===== src/rtl/rlg_pkg.sv =====
// Shared types and constants of the LFSR/LCG random generator with range mapping.
`default_nettype none

package rlg_pkg;

    localparam int OUT_WIDTH_DEF = 32;
    localparam int WORD_W        = 32;
    localparam int SEED_W        = 64;
    localparam int CNT_W         = 6;
    localparam int CFG_IDX_W     = 1;
    localparam int CFG_DATA_W    = 6;
    localparam int Q_DEPTH       = 2;

    localparam logic [SEED_W-1:0] SEED_RESET = 64'h0000_0000_0000_ACE1;
    localparam logic [30:0]       LCG_MUL    = 31'd1103515245;
    localparam logic [SEED_W-1:0] LCG_ADD    = 64'd12345;
    localparam logic [WORD_W-1:0] SIGN_BIAS  = 32'h8000_0000;

    localparam logic [CFG_IDX_W-1:0] CFG_GEN_MODE  = 1'd0;
    localparam logic [CFG_IDX_W-1:0] CFG_BIT_COUNT = 1'd1;

    localparam logic OP_RAW    = 1'b0;
    localparam logic OP_RANGED = 1'b1;

    localparam logic MODE_LFSR = 1'b0;
    localparam logic MODE_LCG  = 1'b1;

    typedef struct packed {
        logic                     op;
        logic signed [WORD_W-1:0] range_min;
        logic signed [WORD_W-1:0] range_max;
    } t_in_word;

    typedef struct packed {
        logic        [WORD_W-1:0] raw_value;
        logic signed [WORD_W-1:0] ranged_value;
        logic                     range_error;
    } t_out_word;

    typedef struct packed {
        logic [WORD_W-1:0] raw_value;
        logic [WORD_W-1:0] range_min;
        logic [WORD_W-1:0] span;
        logic              op;
        logic              err;
        logic              need_div;
    } t_job;

endpackage

`default_nettype wire


===== src/rtl/rlg_front.sv =====
// Front end: configuration registers, seed generator and range classification.
`default_nettype none

module rlg_front #(
    parameter int OUT_WIDTH = rlg_pkg::OUT_WIDTH_DEF
) (
    input  wire logic                             i_clk,
    input  wire logic                             i_rst_n,
    input  wire logic                             push,
    output logic                                  full,
    input  wire rlg_pkg::t_in_word                i_in_word,
    input  wire logic                             cfg_valid,
    output logic                                  cfg_ready,
    input  wire logic [rlg_pkg::CFG_IDX_W-1:0]    i_cfg_index,
    input  wire logic [rlg_pkg::CFG_DATA_W-1:0]   i_cfg_data,
    output logic                                  o_job_valid,
    input  wire logic                             i_job_ready,
    output rlg_pkg::t_job                         o_job
);

    localparam logic [2:0] S_IDLE = 3'd0;
    localparam logic [2:0] S_LFSR = 3'd1;
    localparam logic [2:0] S_MLO  = 3'd2;
    localparam logic [2:0] S_MHI  = 3'd3;
    localparam logic [2:0] S_ADD  = 3'd4;
    localparam logic [2:0] S_PUSH = 3'd5;

    logic [2:0]                        r_state;
    logic [rlg_pkg::SEED_W-1:0]        r_seed;
    logic [OUT_WIDTH-1:0]              r_value;
    logic [rlg_pkg::CNT_W-1:0]         r_cnt;
    logic [rlg_pkg::SEED_W-1:0]        r_prod;
    logic [rlg_pkg::WORD_W-1:0]        r_phi;
    logic                              r_op;
    logic                              r_err;
    logic [rlg_pkg::WORD_W-1:0]        r_min;
    logic [rlg_pkg::WORD_W-1:0]        r_span;
    logic                              r_gen_mode;
    logic [rlg_pkg::CNT_W-1:0]         r_bit_count;

    logic                              w_accept;
    logic [rlg_pkg::CNT_W-1:0]         w_count;
    logic [rlg_pkg::WORD_W-1:0]        w_lo;
    logic [rlg_pkg::WORD_W-1:0]        w_hi;
    logic [rlg_pkg::WORD_W-1:0]        w_diff;
    logic                              w_err;
    logic [rlg_pkg::WORD_W-1:0]        w_mul_a;
    logic [62:0]                       w_mul;
    logic                              w_fb;
    logic [OUT_WIDTH:0]                w_val_shift;
    logic [rlg_pkg::SEED_W-1:0]        w_lcg;
    logic [rlg_pkg::WORD_W-1:0]        w_lcg_draw;

    assign w_accept  = push && !full;
    assign full      = (r_state != S_IDLE);
    assign cfg_ready = 1'b1;

    assign w_count = (r_bit_count > rlg_pkg::CNT_W'(OUT_WIDTH))
                   ? rlg_pkg::CNT_W'(OUT_WIDTH) : r_bit_count;

    assign w_lo   = i_in_word.range_min ^ rlg_pkg::SIGN_BIAS;
    assign w_hi   = i_in_word.range_max ^ rlg_pkg::SIGN_BIAS;
    assign w_diff = w_hi - w_lo;
    assign w_err  = (i_in_word.op == rlg_pkg::OP_RANGED) && ((w_lo > w_hi) || w_diff[31]);

    assign w_mul_a = (r_state == S_MLO) ? r_seed[31:0] : r_seed[63:32];
    assign w_mul   = {31'd0, w_mul_a} * {32'd0, rlg_pkg::LCG_MUL};

    assign w_fb        = r_seed[0] ^ r_seed[59] ^ r_seed[60] ^ r_seed[62] ^ r_seed[63];
    assign w_val_shift = {r_value, r_seed[0]};

    assign w_lcg      = r_prod + {r_phi, 32'd0} + rlg_pkg::LCG_ADD;
    assign w_lcg_draw = {17'd0, w_lcg[30:16]};

    always_ff @(posedge i_clk) begin
        if (!i_rst_n) begin
            r_state     <= S_IDLE;
            r_seed      <= rlg_pkg::SEED_RESET;
            r_gen_mode  <= rlg_pkg::MODE_LFSR;
            r_bit_count <= rlg_pkg::CNT_W'(32);
        end else begin
            if (cfg_valid && cfg_ready) begin
                case (i_cfg_index)
                    rlg_pkg::CFG_GEN_MODE:  r_gen_mode  <= i_cfg_data[0];
                    rlg_pkg::CFG_BIT_COUNT: r_bit_count <= i_cfg_data;
                    default: ;
                endcase
            end
            case (r_state)
                S_IDLE: begin
                    if (w_accept) begin
                        r_seed <= (r_seed == '0) ? rlg_pkg::SEED_W'(1) : r_seed;
                        if (r_gen_mode == rlg_pkg::MODE_LCG) begin
                            r_state <= S_MLO;
                        end else if (w_count == '0) begin
                            r_state <= S_PUSH;
                        end else begin
                            r_state <= S_LFSR;
                        end
                    end
                end
                S_LFSR: begin
                    r_seed <= {w_fb, r_seed[63:1]};
                    if (r_cnt == rlg_pkg::CNT_W'(1)) begin
                        r_state <= S_PUSH;
                    end
                end
                S_MLO:   r_state <= S_MHI;
                S_MHI:   r_state <= S_ADD;
                S_ADD: begin
                    r_seed  <= w_lcg;
                    r_state <= S_PUSH;
                end
                S_PUSH: begin
                    if (i_job_ready) begin
                        r_state <= S_IDLE;
                    end
                end
                default: r_state <= S_IDLE;
            endcase
        end
    end

    always_ff @(posedge i_clk) begin
        case (r_state)
            S_IDLE: begin
                r_value <= '0;
                r_cnt   <= w_count;
                r_op    <= i_in_word.op;
                r_err   <= w_err;
                r_min   <= i_in_word.range_min;
                r_span  <= w_diff + rlg_pkg::WORD_W'(1);
            end
            S_LFSR: begin
                r_value <= w_val_shift[OUT_WIDTH-1:0];
                r_cnt   <= r_cnt - rlg_pkg::CNT_W'(1);
            end
            S_MLO:   r_prod  <= 64'(w_mul);
            S_MHI:   r_phi   <= w_mul[31:0];
            S_ADD:   r_value <= w_lcg_draw[OUT_WIDTH-1:0];
            default: ;
        endcase
    end

    assign o_job_valid      = (r_state == S_PUSH);
    assign o_job.raw_value  = rlg_pkg::WORD_W'(r_value);
    assign o_job.range_min  = r_min;
    assign o_job.span       = r_span;
    assign o_job.op         = r_op;
    assign o_job.err        = r_err;
    assign o_job.need_div   = (r_op == rlg_pkg::OP_RANGED) && !r_err;

endmodule

`default_nettype wire


===== src/rtl/rlg_queue.sv =====
// Short job queue between the generator front end and the range back end.
`default_nettype none

module rlg_queue (
    input  wire logic          i_clk,
    input  wire logic          i_rst_n,
    input  wire logic          i_wr,
    input  wire rlg_pkg::t_job i_wdata,
    output logic               o_full,
    input  wire logic          i_rd,
    output rlg_pkg::t_job      o_rdata,
    output logic               o_empty
);

    localparam int PTR_W = $clog2(rlg_pkg::Q_DEPTH);
    localparam int CNT_W = $clog2(rlg_pkg::Q_DEPTH + 1);

    rlg_pkg::t_job     r_mem [rlg_pkg::Q_DEPTH];
    logic [PTR_W-1:0]  r_wptr;
    logic [PTR_W-1:0]  r_rptr;
    logic [CNT_W-1:0]  r_count;
    logic              w_wr;
    logic              w_rd;

    assign o_full  = (r_count == CNT_W'(rlg_pkg::Q_DEPTH));
    assign o_empty = (r_count == '0);
    assign w_wr    = i_wr && !o_full;
    assign w_rd    = i_rd && !o_empty;
    assign o_rdata = r_mem[r_rptr];

    always_ff @(posedge i_clk) begin
        if (!i_rst_n) begin
            r_wptr  <= '0;
            r_rptr  <= '0;
            r_count <= '0;
        end else begin
            if (w_wr) begin
                r_wptr <= (r_wptr == PTR_W'(rlg_pkg::Q_DEPTH - 1)) ? '0 : r_wptr + PTR_W'(1);
            end
            if (w_rd) begin
                r_rptr <= (r_rptr == PTR_W'(rlg_pkg::Q_DEPTH - 1)) ? '0 : r_rptr + PTR_W'(1);
            end
            if (w_wr && !w_rd) begin
                r_count <= r_count + CNT_W'(1);
            end else if (w_rd && !w_wr) begin
                r_count <= r_count - CNT_W'(1);
            end
        end
    end

    always_ff @(posedge i_clk) begin
        if (w_wr) begin
            r_mem[r_wptr] <= i_wdata;
        end
    end

endmodule

`default_nettype wire


===== src/rtl/rlg_back.sv =====
// Back end: bit-serial modulo by the range span and the result register.
`default_nettype none

module rlg_back #(
    parameter int OUT_WIDTH = rlg_pkg::OUT_WIDTH_DEF
) (
    input  wire logic          i_clk,
    input  wire logic          i_rst_n,
    input  wire logic          i_q_empty,
    input  wire rlg_pkg::t_job i_job,
    output logic               o_rd,
    output logic               empty,
    input  wire logic          pop,
    output rlg_pkg::t_out_word o_out_word
);

    localparam int STEP_W = $clog2(OUT_WIDTH + 1);

    localparam logic [1:0] B_IDLE = 2'd0;
    localparam logic [1:0] B_DIV  = 2'd1;
    localparam logic [1:0] B_OUT  = 2'd2;

    logic [1:0]                  r_state;
    logic                        r_out_valid;
    rlg_pkg::t_job               r_job;
    logic [rlg_pkg::WORD_W-1:0]  r_rem;
    logic [OUT_WIDTH-1:0]        r_dvd;
    logic [STEP_W-1:0]           r_step;
    rlg_pkg::t_out_word          r_out;

    logic [rlg_pkg::WORD_W:0]    w_trial;
    logic [rlg_pkg::WORD_W:0]    w_sub;
    logic                        w_ge;
    logic                        w_free;
    logic [rlg_pkg::WORD_W-1:0]  w_ranged;

    assign o_rd    = (r_state == B_IDLE) && !i_q_empty;
    assign w_trial = {r_rem, r_dvd[OUT_WIDTH-1]};
    assign w_sub   = w_trial - {1'b0, r_job.span};
    assign w_ge    = (w_trial >= {1'b0, r_job.span});
    assign w_free  = !r_out_valid || pop;

    always_comb begin
        if (r_job.op == rlg_pkg::OP_RAW) begin
            w_ranged = '0;
        end else if (r_job.err) begin
            w_ranged = r_job.range_min;
        end else begin
            w_ranged = r_rem + r_job.range_min;
        end
    end

    always_ff @(posedge i_clk) begin
        if (!i_rst_n) begin
            r_state     <= B_IDLE;
            r_out_valid <= 1'b0;
        end else begin
            case (r_state)
                B_IDLE: begin
                    if (!i_q_empty) begin
                        r_state <= i_job.need_div ? B_DIV : B_OUT;
                    end
                end
                B_DIV: begin
                    if (r_step == STEP_W'(1)) begin
                        r_state <= B_OUT;
                    end
                end
                B_OUT: begin
                    if (w_free) begin
                        r_state <= B_IDLE;
                    end
                end
                default: r_state <= B_IDLE;
            endcase
            if ((r_state == B_OUT) && w_free) begin
                r_out_valid <= 1'b1;
            end else if (pop) begin
                r_out_valid <= 1'b0;
            end
        end
    end

    always_ff @(posedge i_clk) begin
        case (r_state)
            B_IDLE: begin
                r_job  <= i_job;
                r_rem  <= '0;
                r_dvd  <= i_job.raw_value[OUT_WIDTH-1:0];
                r_step <= STEP_W'(OUT_WIDTH);
            end
            B_DIV: begin
                r_rem  <= w_ge ? w_sub[rlg_pkg::WORD_W-1:0] : w_trial[rlg_pkg::WORD_W-1:0];
                r_dvd  <= r_dvd << 1;
                r_step <= r_step - STEP_W'(1);
            end
            B_OUT: begin
                if (w_free) begin
                    r_out.raw_value    <= r_job.raw_value;
                    r_out.ranged_value <= w_ranged;
                    r_out.range_error  <= r_job.err;
                end
            end
            default: ;
        endcase
    end

    assign empty      = !r_out_valid;
    assign o_out_word = r_out;

endmodule

`default_nettype wire


===== src/rtl/lfsr_lcg_random_with_range.sv =====
// Random generator with range mapping: LFSR/LCG seed front end, queue, modulo back end.
// Input side is a queue write port: a request word {op, range_min, range_max} is taken
// at a clock edge with push high and full low. Result side is a queue read port: while
// empty is low the oldest result {raw_value, ranged_value, range_error} is on
// o_out_word and is taken at an edge with pop high. Registers gen_mode (index 0) and
// bit_count (index 1) are written over cfg_valid/cfg_ready, which is always ready.
// The front end draws one value per request: min(bit_count, OUT_WIDTH) bits in
// LFSR mode (one shift a cycle) or, in LCG mode, from two 32x31 partial products
// and a sum, then hands a job to a two-entry queue. The back end computes raw mod span
// one bit a cycle for a valid ranged request and passes other requests straight on.
// Sustained throughput is set by the slower of the two parts. Reset loads seed 0xACE1,
// gen_mode 0 and bit_count 32 and empties queue and result register. When the
// receiver stalls the result holds, the back end then the queue fill, and full rises.
`default_nettype none

module lfsr_lcg_random_with_range #(
    parameter int OUT_WIDTH = rlg_pkg::OUT_WIDTH_DEF
) (
    input  wire logic                            i_clk,
    input  wire logic                            i_rst_n,
    input  wire logic                            push,
    output logic                                 full,
    input  wire rlg_pkg::t_in_word               i_in_word,
    output logic                                 empty,
    input  wire logic                            pop,
    output rlg_pkg::t_out_word                   o_out_word,
    input  wire logic                            cfg_valid,
    output logic                                 cfg_ready,
    input  wire logic [rlg_pkg::CFG_IDX_W-1:0]   i_cfg_index,
    input  wire logic [rlg_pkg::CFG_DATA_W-1:0]  i_cfg_data
);

    logic          w_job_valid;
    logic          w_q_full;
    rlg_pkg::t_job w_job_in;
    rlg_pkg::t_job w_job_out;
    logic          w_q_empty;
    logic          w_q_rd;

    rlg_front #(
        .OUT_WIDTH(OUT_WIDTH)
    ) u_front (
        .i_clk       (i_clk),
        .i_rst_n     (i_rst_n),
        .push        (push),
        .full        (full),
        .i_in_word   (i_in_word),
        .cfg_valid   (cfg_valid),
        .cfg_ready   (cfg_ready),
        .i_cfg_index (i_cfg_index),
        .i_cfg_data  (i_cfg_data),
        .o_job_valid (w_job_valid),
        .i_job_ready (!w_q_full),
        .o_job       (w_job_in)
    );

    rlg_queue u_queue (
        .i_clk   (i_clk),
        .i_rst_n (i_rst_n),
        .i_wr    (w_job_valid),
        .i_wdata (w_job_in),
        .o_full  (w_q_full),
        .i_rd    (w_q_rd),
        .o_rdata (w_job_out),
        .o_empty (w_q_empty)
    );

    rlg_back #(
        .OUT_WIDTH(OUT_WIDTH)
    ) u_back (
        .i_clk      (i_clk),
        .i_rst_n    (i_rst_n),
        .i_q_empty  (w_q_empty),
        .i_job      (w_job_out),
        .o_rd       (w_q_rd),
        .empty      (empty),
        .pop        (pop),
        .o_out_word (o_out_word)
    );

endmodule

`default_nettype wire


===== config.mk =====
export PLATFORM = sky130hd
export DESIGN_NAME = lfsr_lcg_random_with_range
export DESIGN_NICKNAME = d
export VERILOG_FILES = /design/src/rtl/rlg_pkg.sv /design/src/rtl/rlg_front.sv /design/src/rtl/rlg_queue.sv /design/src/rtl/rlg_back.sv /design/src/rtl/lfsr_lcg_random_with_range.sv
export SDC_FILE = /design/constraint.sdc
export NUM_CORES = 2
export LEC_CHECK = 0
export ABC_CLOCK_PERIOD_IN_PS = 23000
export BUFFER_PORTS_ARGS = -buffer_cell sky130_fd_sc_hd__buf_2
export CORE_MARGIN = 5
export CORE_UTILIZATION = 30
export CTS_CLUSTER_DIAMETER = 60
export DETAILED_ROUTE_END_ITERATION = 10
export GPL_TIMING_DRIVEN = 0
export PLACE_DENSITY = 0.51
export SYNTH_ARGS = -nofsm -noshare
export SYNTH_HDL_FRONTEND = slang
export SYNTH_SLANG_ARGS = --single-unit

===== constraint.sdc =====
create_clock -name i_clk -period 23 [get_ports i_clk]
set_input_delay 2.3 -clock i_clk [delete_from_list [all_inputs] [get_ports i_clk]]
set_output_delay 2.3 -clock i_clk [all_outputs]
set_load 0.05 [all_outputs]

==> qor.json <==
{
  "route.vias.total": {"value": 33400},
  "floorplan.initialDensity": {"value": 30.2, "unit": "%"},
  "n_fill_cell": {"value": 16800},
  "combPwrFrac": {"value": 42.2, "unit": "%"},
  "antenna_found_initial": {"value": 3},
  "grt_pass1_vias": {"value": 33900},
  "route.detailed.wl_per_inst": {"value": 20.0, "unit": "um"},
  "core_footprint": {"value": 0.167, "unit": "mm^2"},
  "numCtsBuffers": {"value": 68},
  "cts_buffer_depth": {"value": 3},
  "power_per_cell_area": {"value": 95.2, "unit": "mW/mm^2"},
  "post_cts.resized_instances": {"value": 0},
  "floorplan.io_pins": {"value": 145},
  "drtIter0Drc": {"value": 2459},
  "layout-area-overhead-vs-synth": {"value": 12.2, "unit": "%"},
  "die_w": {"value": 420, "unit": "um"},
  "pwr-share-seq": {"value": 36.5, "unit": "%"},
  "final_cell_area": {"value": 0.0566, "unit": "mm^2"},
  "setup_viol": {"value": 0},
  "finalNonFillerCells": {"value": 6978},
  "routed_wirelength": {"value": 140000, "unit": "um"},
  "p_switching": {"value": 2.11, "unit": "mW"},
  "worst_path_max_delay_cell": {"value": "mux2i_1"},
  "synthesis.nets": {"value": 5398},
  "final_nets": {"value": 5630},
  "fin_ws": {"value": 10.12, "unit": "ns"},
  "final.min_clock_period": {"value": 12.88, "unit": "ns"},
  "outcome": {"value": "completed"},
  "dieHeight": {"value": 420, "unit": "um"},
  "globalplace.congestion": {"value": 0.919},
  "peakVddDrop": {"value": 0.0632, "unit": "mV"},
  "gr-usage-all-layers": {"value": 15.7, "unit": "%"},
  "cp_max_fo": {"value": 30},
  "maximum_number_of_pins_on_one_net_before_global_route_repair": {"value": 72},
  "wire_length_of_the_first_global_routing_pass": {"value": 212000, "unit": "um"},
  "synth_enable_flop_cells": {"value": 630},
  "postSynthRegisterBits": {"value": 712},
  "commonest_non_fill_non_tap_cell_in_the_layout": {"value": "inv_1"},
  "critPathMostFrequentCell": {"value": "fa_1"},
  "maxSlewHeadroom": {"value": 5.39, "unit": "%"},
  "netlist_top_cells_area": {"value": "edfxtp_1 (38%), fa_1 (13%), ha_1 (12%)"},
  "final.setup_skew": {"value": 0.0260, "unit": "ns"},
  "clock_tree_from_tritoncts": {"value": "done"},
  "syn-instance-count": {"value": 4488},
  "maxCapViolations": {"value": 0},
  "cts_num_sinks": {"value": 712},
  "synth_area": {"value": 0.0504, "unit": "mm^2"},
  "timing.critical_path.to_type": {"value": "flip-flop"},
  "grt_setup_unrepaired": {"value": "false"},
  "floorplan.rows": {"value": 150},
  "final_antenna_net_count": {"value": 0},
  "slew_violations": {"value": 0},
  "register_area_share_after_synthesis": {"value": 40.8, "unit": "%"},
  "power_frac_clock": {"value": 21.3, "unit": "%"},
  "static-leakage-power": {"value": 25.4, "unit": "nW"},
  "max_slew.worst_pin.slew": {"value": 1.38, "unit": "ns"},
  "area.sequential": {"value": 0.0206, "unit": "mm^2"},
  "finalCritPeriodShare": {"value": 56.0, "unit": "%"},
  "postCtsSetupBuffers": {"value": 0},
  "hold_viol_final": {"value": 0},
  "fin_setup_tns": {"value": 0, "unit": "ns"},
  "holdBufCountCts": {"value": 0},
  "fp.dieArea": {"value": 0.176, "unit": "mm^2"},
  "dpl.cell_count": {"value": 6854},
  "hold_depth": {"value": 0},
  "antenna-diode-count": {"value": 0},
  "ff2ff_path_depth": {"value": 32},
  "cts.reportedPaths.clkPinSlew": {"value": 0.07, "unit": "ns"},
  "drive_gt1_share": {"value": 9.24, "unit": "%"},
  "worst_hold_path_type": {"value": "reg -> reg"},
  "drc": {"value": 0},
  "mostFrequentLayoutCells": {"value": "inv_1 (651), edfxtp_1 (630), ha_1 (503)"},
  "multiInputGateArea": {"value": 0.0270, "unit": "mm^2"},
  "worst_setup_slack_after_placement": {"value": 10.21, "unit": "ns"},
  "timing.setup.critical_path_class": {"value": "reg -> reg"},
  "yosys_warnings": {"value": 0},
  "drt-pass1-iter-count": {"value": 6},
  "detail_route.vias_per_cell": {"value": 4.79},
  "clock_tree.htree_level_count": {"value": 3},
  "cellInternalPower": {"value": 3.28, "unit": "mW"},
  "synth_top_area_share": {"value": 37.5, "unit": "%"},
  "critical_path_arrival": {"value": 13.24, "unit": "ns"},
  "clk_root_buffer_cell": {"value": "clkbuf_16"},
  "clk_latency": {"value": 0.64, "unit": "ns"},
  "power.share.switching": {"value": 39.2, "unit": "%"},
  "dpl-instance-area": {"value": 0.0543, "unit": "mm^2"},
  "synth.distinct_cells": {"value": 80},
  "critPathMaxStageDelay": {"value": 1.02, "unit": "ns"},
  "timing.critical_path.required": {"value": 23.36, "unit": "ns"},
  "port-buffer-count": {"value": 141},
  "async_flop_share": {"value": 0, "unit": "%"},
  "synthesis.area_per_instance": {"value": 11.2, "unit": "um^2"},
  "hpwl": {"value": 114000, "unit": "um"},
  "holdWs": {"value": 0.417, "unit": "ns"},
  "synth_top_flop_cell": {"value": "edfxtp_1"},
  "timing.fmax": {"value": 77.6, "unit": "MHz"},
  "timing.critical_path.from_type": {"value": "flip-flop"},
  "yosysTopAreaCell": {"value": "edfxtp_1"},
  "overflow": {"value": 0}
}
routing by layer:
metal	vias to the layer above	part of all wire, %	wire [um]	GRT usage (%)
met3	152	4.0	5620	1.61
met1	16400	46	64900	22.0
li1	16200	-	-	-
met2	731	47	65500	26.0
met4	0	2.5	3540	4.20
met5	-	0	0	0
per-stage QoR:
step / utilization [%] / power [mW]
after floorplan: - / 3.57
after global placement: 32.2 / 4.27
after detailed placement: 32.5 / 4.27
after CTS: 33.8 / 5.44
after global routing: 33.8 / 5.77
final: 33.8 / 5.39
path summary, 6_finish.rpt:
kind / from / endpoint / slack, ns
worst min-delay path: u_back.r_job[80]$_DFFE_PP_ / u_back.o_out_word[46]$_DFFE_PP_ / 0.42
worst max register to register: u_front.r_state[0]$_SDFFE_PN0P_ / u_front.r_prod[61]$_DFFE_PN_ / 10.12
worst min register to register: u_back.r_job[80]$_DFFE_PP_ / u_back.o_out_word[46]$_DFFE_PP_ / 0.42
worst max-delay path: u_front.r_state[0]$_SDFFE_PN0P_ / u_front.r_prod[61]$_DFFE_PN_ / 10.12
sequential cells by signal, indices dropped and copies added (netlist names), 6 cells and up, named ones only:
name,flops
u_front.r_cnt,6
u_front.r_phi,32
u_back.r_job,98
u_back.o_out_word,65
u_back.r_dvd,32
u_front.r_min,32
u_back.r_rem,32
u_front.r_seed,64
u_front.r_bit_count,6
u_back.r_step,6
u_front.r_prod,63
u_front.r_span,32
u_queue.r_mem,198
u_front.r_value,32
kinds of logic (layout without fill, tap and decap cells):
| family | count (synthesis) | count (layout) | share of synthesized area, % |
|---|---|---|---|
| xor gates and xnor gates | 264 | 264 | 4.58 |
| and+or+nand+nor | 953 | 953 | 9.42 |
| AOI/OAI and AO/OA | 793 | 793 | 10.5 |
| DFF | 712 | 712 | 40.8 |
| muxes | 150 | 150 | 3.27 |
| other | 1 | 1 | 0.00744 |
| adders and majority gates | 833 | 833 | 25.6 |
| buffers and inverters | 782 | 1068 | 5.83 |
Yosys cell counts, types with 23 or more instances:
| cell | instances |
|---|---|
| a211oi_1 | 24 |
| mux2i_1 | 31 |
| inv_1 | 652 |
| fa_1 | 330 |
| clkbuf_1 | 117 |
| a21o_1 | 142 |
| mux2_2 | 119 |
| a222oi_1 | 31 |
| nand2_1 | 200 |
| dfxtp_1 | 82 |
| a21oi_1 | 210 |
| nor2_1 | 281 |
| nand3_1 | 73 |
| nand4_1 | 36 |
| ha_1 | 503 |
| nand2b_1 | 33 |
| nor3_1 | 40 |
| o21a_1 | 27 |
| xor2_1 | 97 |
| a31oi_1 | 26 |
| and2_1 | 49 |
| edfxtp_1 | 630 |
| xnor2_1 | 167 |
| and3_1 | 53 |
| o21ai_0 | 143 |
| nor2b_1 | 75 |
| a221oi_1 | 23 |
layout make-up:
type	count	share of cell area, %
repair buffers	162	1.89
flip-flops and latches	712	36.3
plain buffers	127	0.858
clock buffers	88	3.36
clock inverters	36	0.648
inverters	655	4.35
multi-input cells	2994	47.7
well taps	2204	4.87
worst max-delay path, delay by kind of cell, from the launching register on:
| family | cells | cell delay [ns] |
|---|---|---|
| adders and majority gates | 9 | 4.61 |
| muxes | 1 | 1.02 |
| xor gates and xnor gates | 1 | 0.14 |
| DFF | 1 | 0.30 |
| and+or+nand+nor | 2 | 0.68 |
| AOI/OAI and AO/OA | 8 | 2.07 |
| buffers and inverters | 11 | 3.76 |
power by group through the flow:
stage               sequential, mW  combinational [mW]  clock, mW
floorplan                     2.06                1.51          0
global placement              2.04                2.24          0
detailed placement            2.00                2.27          0
CTS                           1.97                2.29       1.19
global route                  2.00                2.54       1.24
finish                        1.97                2.27       1.15
Note: power is estimated with default switching activity, not from simulation.
